### config.mk
export PLATFORM = sky130hd
export DESIGN_NAME = murmur3_bucket_hash
export DESIGN_NICKNAME = d
export VERILOG_FILES = /design/src/hdl/mm3bh_pkg.sv /design/src/hdl/mm3bh_ctrl.sv /design/src/hdl/mm3bh_dp.sv /design/src/hdl/murmur3_bucket_hash.sv
export SDC_FILE = /design/constraint.sdc
export NUM_CORES = 2
export LEC_CHECK = 0
export BUFFER_PORTS_ARGS = -buffer_cell sky130_fd_sc_hd__buf_2
export CORE_AREA = 10 10 331 333
export CTS_BUF_LIST = sky130_fd_sc_hd__clkbuf_16
export DETAILED_ROUTE_END_ITERATION = 7
export DIE_AREA = 0 0 341 343
export PLACE_DENSITY = 0.71
export RECOVER_POWER = 25
export SYNTH_ARGS = -nofsm -noshare
export SYNTH_HDL_FRONTEND = slang
export SYNTH_HIERARCHICAL = 1
export SYNTH_SLANG_ARGS = --single-unit
### constraint.sdc
create_clock -name clock -period 7 [get_ports clock]
set_input_delay 0.35 -clock clock [delete_from_list [all_inputs] [get_ports clock]]
set_output_delay 0.35 -clock clock [all_outputs]
set_load 0.1 [all_outputs]
### src/hdl/mm3bh_pkg.sv
// shared types, constants and command structs for the murmur3 bucket hasher
package mm3bh_pkg;

   localparam logic [31:0] MIX_C1  = 32'hCC9E2D51;
   localparam logic [31:0] MIX_C2  = 32'h1B873593;
   localparam logic [31:0] MIX_ADD = 32'hE6546B64;
   localparam logic [31:0] FIN_C1  = 32'h85EBCA6B;
   localparam logic [31:0] FIN_C2  = 32'hC2B2AE35;

   localparam int          HASH_W      = 32;
   localparam int          BCOUNT_W    = 17;
   localparam int          BIDX_W      = 16;
   localparam int          DIV_CNT_W   = $clog2(HASH_W);
   localparam logic [BCOUNT_W-1:0] BCOUNT_RESET = BCOUNT_W'(4096);
   localparam logic [BCOUNT_W-1:0] BCOUNT_MAX   = BCOUNT_W'(65536);

   localparam logic [2:0] NB_ONE  = 3'd1;
   localparam logic [2:0] NB_TWO  = 3'd2;
   localparam logic [2:0] NB_THREE = 3'd3;
   localparam logic [2:0] NB_FOUR = 3'd4;
   localparam logic [2:0] NB_NONE = 3'd0;

   typedef struct packed {
      logic [31:0] key_word;
      logic [2:0]  valid_bytes;
      logic        last_word;
      logic [15:0] key_length;
   } req_data_type;

   typedef struct packed {
      logic [31:0] hash_value;
      logic [15:0] bucket_index;
   } rsp_data_type;

   typedef struct packed {
      logic accept;
      logic first;
      logic mix2;
      logic mix3;
      logic fin1;
      logic fin2;
      logic fin3;
      logic div_step;
      logic rsp_load;
   } cmd_type;

   typedef struct packed {
      logic last_word;
      logic len_zero;
   } status_type;

endpackage

### src/hdl/mm3bh_ctrl.sv
// controller state machine sequencing mix, finalise and bucket divide
module mm3bh_ctrl
   import mm3bh_pkg::*;
(
   input  logic       clock,
   input  logic       reset,
   input  logic       req_valid,
   output logic       req_ready,
   output logic       rsp_valid,
   input  logic       rsp_ready,
   input  status_type status,
   output cmd_type    cmd
);

   typedef enum logic [7:0] {
      ST_IDLE = 8'b0000_0001,
      ST_MIX2 = 8'b0000_0010,
      ST_MIX3 = 8'b0000_0100,
      ST_FIN1 = 8'b0000_1000,
      ST_FIN2 = 8'b0001_0000,
      ST_FIN3 = 8'b0010_0000,
      ST_DIV  = 8'b0100_0000,
      ST_DONE = 8'b1000_0000
   } state_type;

   state_type              state_ff, state_in;
   logic                   key_open_ff, key_open_in;
   logic                   rsp_valid_ff, rsp_valid_in;
   logic [DIV_CNT_W-1:0]   cnt_ff, cnt_in;

   assign req_ready = (state_ff == ST_IDLE);
   assign rsp_valid = rsp_valid_ff;

   always_comb begin
      state_in     = state_ff;
      key_open_in  = key_open_ff;
      cnt_in       = cnt_ff;
      cmd          = '0;
      rsp_valid_in = rsp_valid_ff & ~rsp_ready;
      case (state_ff)
         ST_IDLE: begin
            if (req_valid) begin
               cmd.accept  = 1'b1;
               cmd.first   = ~key_open_ff;
               key_open_in = 1'b1;
               state_in    = ST_MIX2;
            end
         end
         ST_MIX2: begin
            cmd.mix2 = 1'b1;
            state_in = ST_MIX3;
         end
         ST_MIX3: begin
            cmd.mix3 = 1'b1;
            if (status.last_word) begin
               key_open_in = 1'b0;
               state_in    = status.len_zero ? ST_IDLE : ST_FIN1;
            end else begin
               state_in = ST_IDLE;
            end
         end
         ST_FIN1: begin
            cmd.fin1 = 1'b1;
            state_in = ST_FIN2;
         end
         ST_FIN2: begin
            cmd.fin2 = 1'b1;
            state_in = ST_FIN3;
         end
         ST_FIN3: begin
            cmd.fin3 = 1'b1;
            cnt_in   = '0;
            state_in = ST_DIV;
         end
         ST_DIV: begin
            cmd.div_step = 1'b1;
            cnt_in       = cnt_ff + 1'b1;
            if (cnt_ff == DIV_CNT_W'(HASH_W - 1)) begin
               state_in = ST_DONE;
            end
         end
         ST_DONE: begin
            if (!rsp_valid_ff || rsp_ready) begin
               cmd.rsp_load = 1'b1;
               rsp_valid_in = 1'b1;
               state_in     = ST_IDLE;
            end
         end
         default: begin
            state_in = ST_IDLE;
         end
      endcase
   end

   always_ff @(posedge clock) begin
      if (reset) begin
         state_ff     <= ST_IDLE;
         key_open_ff  <= 1'b0;
         rsp_valid_ff <= 1'b0;
         cnt_ff       <= '0;
      end else begin
         state_ff     <= state_in;
         key_open_ff  <= key_open_in;
         rsp_valid_ff <= rsp_valid_in;
         cnt_ff       <= cnt_in;
      end
   end

endmodule

### src/hdl/mm3bh_dp.sv
// datapath: block and tail mix, finaliser, bit-serial modulo and result register
module mm3bh_dp
   import mm3bh_pkg::*;
(
   input  logic                clock,
   input  logic                reset,
   input  req_data_type        req_data,
   input  logic                csr_write,
   input  logic [BCOUNT_W-1:0] csr_data,
   input  cmd_type             cmd,
   output status_type          status,
   output rsp_data_type        rsp_data
);

   logic [BCOUNT_W-1:0] bcount_ff, bcount_in;
   logic [31:0]         k_ff, k_in;
   logic [31:0]         run_ff, run_in;
   logic [15:0]         len_ff, len_in;
   logic                full_ff, full_in;
   logic                none_ff, none_in;
   logic                last_ff, last_in;
   logic [31:0]         f_ff, f_in;
   logic [31:0]         dvd_ff, dvd_in;
   logic [BCOUNT_W-1:0] rem_ff, rem_in;
   logic [BCOUNT_W-1:0] n_ff, n_in;
   rsp_data_type        rsp_ff, rsp_in;

   logic [2:0]          nb;
   logic [31:0]         masked;
   logic [31:0]         h_x;
   logic [31:0]         h_r;
   logic [31:0]         f_a;
   logic [31:0]         f_b;
   logic [BCOUNT_W:0]   trial;
   logic [BCOUNT_W:0]   n_ext;

   assign status.last_word = last_ff;
   assign status.len_zero  = (len_ff == 16'd0);
   assign rsp_data         = rsp_ff;

   always_comb begin
      nb = (req_data.valid_bytes > NB_FOUR) ? NB_FOUR : req_data.valid_bytes;
      case (nb)
         NB_ONE:   masked = {24'd0, req_data.key_word[7:0]};
         NB_TWO:   masked = {16'd0, req_data.key_word[15:0]};
         NB_THREE: masked = {8'd0, req_data.key_word[23:0]};
         default:  masked = req_data.key_word;
      endcase
      h_x   = run_ff ^ k_ff;
      h_r   = {h_x[18:0], h_x[31:19]};
      f_a   = run_ff ^ {16'd0, len_ff};
      f_a   = f_a ^ {16'd0, f_a[31:16]};
      f_b   = f_ff ^ {13'd0, f_ff[31:13]};
      n_ext = {1'b0, n_ff};
      trial = {rem_ff, dvd_ff[31]};
   end

   always_comb begin
      bcount_in = bcount_ff;
      k_in      = k_ff;
      run_in    = run_ff;
      len_in    = len_ff;
      full_in   = full_ff;
      none_in   = none_ff;
      last_in   = last_ff;
      f_in      = f_ff;
      dvd_in    = dvd_ff;
      rem_in    = rem_ff;
      n_in      = n_ff;
      rsp_in    = rsp_ff;
      if (csr_write) begin
         bcount_in = csr_data;
      end
      if (cmd.accept) begin
         k_in    = masked * MIX_C1;
         full_in = (nb == NB_FOUR);
         none_in = (nb == NB_NONE);
         last_in = req_data.last_word;
         if (cmd.first) begin
            len_in = req_data.key_length;
            run_in = {16'd0, req_data.key_length};
         end
      end
      if (cmd.mix2) begin
         k_in = {k_ff[16:0], k_ff[31:17]} * MIX_C2;
      end
      if (cmd.mix3) begin
         if (full_ff) begin
            run_in = {h_r[29:0], 2'b00} + h_r + MIX_ADD;
         end else if (!none_ff) begin
            run_in = h_x;
         end
      end
      if (cmd.fin1) begin
         f_in = f_a * FIN_C1;
      end
      if (cmd.fin2) begin
         f_in = f_b * FIN_C2;
      end
      if (cmd.fin3) begin
         f_in   = f_ff ^ {16'd0, f_ff[31:16]};
         dvd_in = f_ff ^ {16'd0, f_ff[31:16]};
         rem_in = '0;
         if (bcount_ff == '0) begin
            n_in = BCOUNT_W'(1);
         end else if (bcount_ff > BCOUNT_MAX) begin
            n_in = BCOUNT_MAX;
         end else begin
            n_in = bcount_ff;
         end
      end
      if (cmd.div_step) begin
         dvd_in = {dvd_ff[30:0], 1'b0};
         if (trial >= n_ext) begin
            rem_in = BCOUNT_W'(trial - n_ext);
         end else begin
            rem_in = trial[BCOUNT_W-1:0];
         end
      end
      if (cmd.rsp_load) begin
         rsp_in.hash_value   = f_ff;
         rsp_in.bucket_index = rem_ff[BIDX_W-1:0];
      end
   end

   always_ff @(posedge clock) begin
      if (reset) begin
         bcount_ff <= BCOUNT_RESET;
         run_ff    <= '0;
         len_ff    <= '0;
      end else begin
         bcount_ff <= bcount_in;
         run_ff    <= run_in;
         len_ff    <= len_in;
      end
   end

   always_ff @(posedge clock) begin
      k_ff    <= k_in;
      full_ff <= full_in;
      none_ff <= none_in;
      last_ff <= last_in;
      f_ff    <= f_in;
      dvd_ff  <= dvd_in;
      rem_ff  <= rem_in;
      n_ff    <= n_in;
      rsp_ff  <= rsp_in;
   end

endmodule

### src/hdl/murmur3_bucket_hash.sv
// top level of the murmur3 x86_32 key hasher with bucket reduction
//
//   channel   direction  handshake              payload
//   req       in         req_valid/req_ready    req_data   (req_data_type)
//   rsp       out        rsp_valid/rsp_ready    rsp_data   (rsp_data_type)
//   csr       in         csr_valid/csr_ready    csr_data   (bucket count, 17 bits)
//
// a word goes through accept with first multiply, second multiply and mix update
// the last word of a key of nonzero length adds the finaliser, the bit-serial
// modulo divider and the result register load; a zero-length key gives no result
// reset clears the controller and sets the bucket count to 4096
// a result waiting in the output register does not block further words; only a
// second finished key waits until the first result is taken
module murmur3_bucket_hash
   import mm3bh_pkg::*;
(
   input  logic                clock,
   input  logic                reset,
   input  logic                req_valid,
   output logic                req_ready,
   input  req_data_type        req_data,
   output logic                rsp_valid,
   input  logic                rsp_ready,
   output rsp_data_type        rsp_data,
   input  logic                csr_valid,
   output logic                csr_ready,
   input  logic [BCOUNT_W-1:0] csr_data
);

   cmd_type    cmd;
   status_type status;

   assign csr_ready = 1'b1;

   mm3bh_ctrl u_ctrl (
      .clock     (clock),
      .reset     (reset),
      .req_valid (req_valid),
      .req_ready (req_ready),
      .rsp_valid (rsp_valid),
      .rsp_ready (rsp_ready),
      .status    (status),
      .cmd       (cmd)
   );

   mm3bh_dp u_dp (
      .clock     (clock),
      .reset     (reset),
      .req_data  (req_data),
      .csr_write (csr_valid),
      .csr_data  (csr_data),
      .cmd       (cmd),
      .status    (status),
      .rsp_data  (rsp_data)
   );

endmodule
==> flow_summary.ini <==
[floorplanning]
top_level_ports = 125
core_region_area_um2 = 103000
die_h_um = 343
die-area_um2 = 117000
start_util_pct = 46.7
placementRows = 118
floorplan.die.width_um = 341

[synth]
netlist.top_cell.by_area = fa_1
postSynthRegisterBits = 261
async_reset_ff_share_pct = 0
synth-warning-count = 6
ys_types = 102
yosys.cell_count.top_type = inv_1
yosys-top-cells-area = fa_1 31%, ha_1 22%, edfxtp_1 11%, inv_1 10%, xnor2_1 4.6%
syn_nets = 6503
netlist_top_cells_count = 1,291 x inv_1, 839 x ha_1, 734 x fa_1, 251 x xnor2_1, 197 x a21oi_1
synth_top_flop_cell = edfxtp_1
synthDominantCellAreaShare_pct = 30.6
avgSynthCellArea_um2 = 9.90
synth.cell_area_um2 = 48100
postSynthCellCount = 4856
synth_edf_count = 180
sequential_area_share_after_synthesis_pct = 14.6

[worst_setup_path]
cp_data_arrival_time_ps = 7190
critical_path.startpoint_type = flop
critical_path.slowest_cell = clkbuf_1
path_cells = clkbuf_1 > ha_1 > ha_1 > fa_1 > fa_1 > fa_1 > fa_1 > fa_1 > fa_1 > ha_1 > o2111ai_1 > o21ai_0 > or3_1 > a41o_1 > a41oi_2 > o21ai_1 > xnor2_1 > a211oi_2
worst-path-max-fanout = 8
worstPathRequired_ps = 7330
critPathCaptureType = flop
timing.critical_path.mode_cell = fa_1
type_of_the_worst_setup_path = flop to flop
timing.critical_path.slowest_cell_delay_ps = 670

[cells_and_area]
multi_input_area_um2 = 36400
fill_cells = 9205
nets = 6904
regArea_um2 = 7030
layout-area-overhead-vs-synth_pct = 12.8
post_route_cells_drive_above_1_share_pct = 11.9

[clock_tree]
clkSinkCount = 261
clock_latency_ps = 610
worst_setup_hold_path_clk_slew_ps = 70
tritoncts_clock_tree = built
root_buffer = clkbuf_16
clock_tree.buffer_depth = 3
cts_made_buffers = 30
htreeDepth = 1

[timing]
setup_viol = 0
setup_repair_after_global_routing_missed_its_margin = yes
fin_skew_ps = 22.1
maxClockFrequency_mhz = 146
timing.final.crit_period_ps = 6870
slew_headroom_pct = -151
fin_crit_sh_pct = 98.1
tightestPinTransition_ps = 3760
drv_slew = 80
finalHoldViolations = 0
timing.final.ws_setup_ps = 134

[min_path]
worst_hold_path_type = input port to flop

[route]
final_routed_drc_violation_total = 0
drt-initial-drc-count = 2628
route.detailed.wl_per_inst_um = 20.6
drt.antenna.violating_nets = 0
drt_first_pass_iters = 6
vias_per_cell = 5.30
totalWireLength_um = 137000
dr_total_vias = 35300

[grt]
number_of_antenna_violations_at_the_first_check_in_global_routing = 2
grt_pass1_wl_um = 213000
overflow = 0
grt_max_degree = 82
first_global_vias = 37300
overall_global_routing_resource_usage_pct = 23.3

[flow_run]
cap_violations = 1

[placement]
dp_hpwl_um = 119000
placement.io_buffers = 123
gpl.final_weighted_congestion = 0.987
dp_slack_ps = -247

[run_status]
failed_checks = max-capacitance violations, max-slew violations
status = finished, violations left
-- worst max-delay path, delay by kind of cell, from the launching register on --
family / cells / cell delay, ps
xor gates and xnor gates: 1 / 200
adders and majority gates: 9 / 3960
DFF: 1 / 360
AOI/OAI and AO/OA: 6 / 1060
buffers and inverters: 1 / 670
and+or+nand+nor: 1 / 310
-- cell usage in the layout (no fill, tap or decap), drive strengths merged, types with 12 or more instances in the layout --
cell / count
and2: 36
ha: 839
clkinv: 13
nor3: 47
or2: 12
buf: 421
a211oi: 43
o21bai: 20
fa: 734
nor2: 145
xor2: 96
and3: 24
nor2b: 16
o22ai: 20
mux2i: 29
a221oi: 20
dlygate4sd3: 16
edfxtp: 180
nand3: 47
inv: 1300
or3: 18
a21boi: 12
nor4: 14
dfxtp: 81
a21o: 52
a21oi: 197
clkbuf: 52
o21a: 25
o211ai: 23
xnor2: 251
o21ai: 141
nand2: 195
nand2b: 20
-- area by class of cell --
cell class / count / share of cell area (%)
diodes: 2 / 0.00922
clock buffers: 32 / 1.48
clock inverters: 24 / 0.487
inverters: 1294 / 8.96
multi-input cells: 3213 / 67.1
flip-flops and latches: 261 / 13.0
well taps: 1380 / 3.18
repair buffers: 457 / 5.80
-- layer usage --
metal / GRT usage (%) / share of wire (%) / vias up
met4: 7.53 / 3.7 / 2
li1: - / - / 16300
met1: 31.0 / 42 / 17600
met5: 0 / 0.0095 / -
met3: 3.05 / 6.6 / 245
met2: 39.2 / 48 / 1157
-- final timing paths --
path | from | slack, ps | end | depth (start not counted)
setup reg to reg | u_dp/f_ff[19]$_DFFE_PP_ | 130 | u_dp/f_ff[31]$_DFFE_PP_ | 18
hold reg to reg | u_dp/dvd_ff[0]$_SDFFE_PP0P_ | 480 | u_dp/dvd_ff[0]$_SDFFE_PP0P_ | 2
setup / recovery | u_dp/f_ff[19]$_DFFE_PP_ | 130 | u_dp/f_ff[31]$_DFFE_PP_ | 18
hold / removal | csr_data[7] | 10 | u_dp/bcount_ff[7]$_SDFFE_PP0P_ | 3
-- through the flow --
| stage | setup TNS (ps) | cell area (um2) | hold slack, ps | instances | utilization [%] |
|---|---|---|---|---|---|
| after global routing | -625 | 54200 | 12.5 | 6661 | 52.7 |
| after detailed placement | -1910 | 52300 | 464 | 6563 | 50.8 |
| after floorplan | 0 | 48100 | 422 | 4856 | - |
| after global placement | -609 | 52300 | 459 | 6563 | 50.8 |
| final | 0 | 54300 | 12.3 | 6663 | 52.7 |
| after CTS | -8.43 | 53700 | 11.4 | 6642 | 52.2 |
-- logic make-up after synthesis --
| group | count (synthesis) | synth area share (%) |
|---|---|---|
| adder cells (fa/ha/maj) | 1573 | 52.4 |
| buffers and inverters | 1382 | 10.9 |
| AO/OA/AOI/OAI | 637 | 8.63 |
| AND/OR/NAND/NOR | 616 | 6.30 |
| XOR/XNOR | 348 | 6.37 |
| flip-flops | 261 | 14.6 |
| multiplexers | 38 | 0.815 |
| other | 1 | 0.00780 |
-- state kept, by name (all words and copies together) (netlist names), 16 cells and up --
register,cells
u_dp/run_ff,32
u_dp/n_ff,17
u_dp/bcount_ff,17
u_dp/f_ff,32
u_dp/rsp_data,48
u_dp/len_ff,16
u_dp/rem_ff,17
u_dp/k_ff,32
u_dp/dvd_ff,32
-- timing repair --
action,in CTS,in global routing
hold buffers,16,0
endpoints found under the hold margin,16,0
endpoints found under the setup margin,7,21
gates resized for setup,16,101
pin swaps,3,71
buffers inserted,7,20
Power is not shown: default switching activity piles up to over one toggle a cycle in this logic, so the estimate is an artifact.
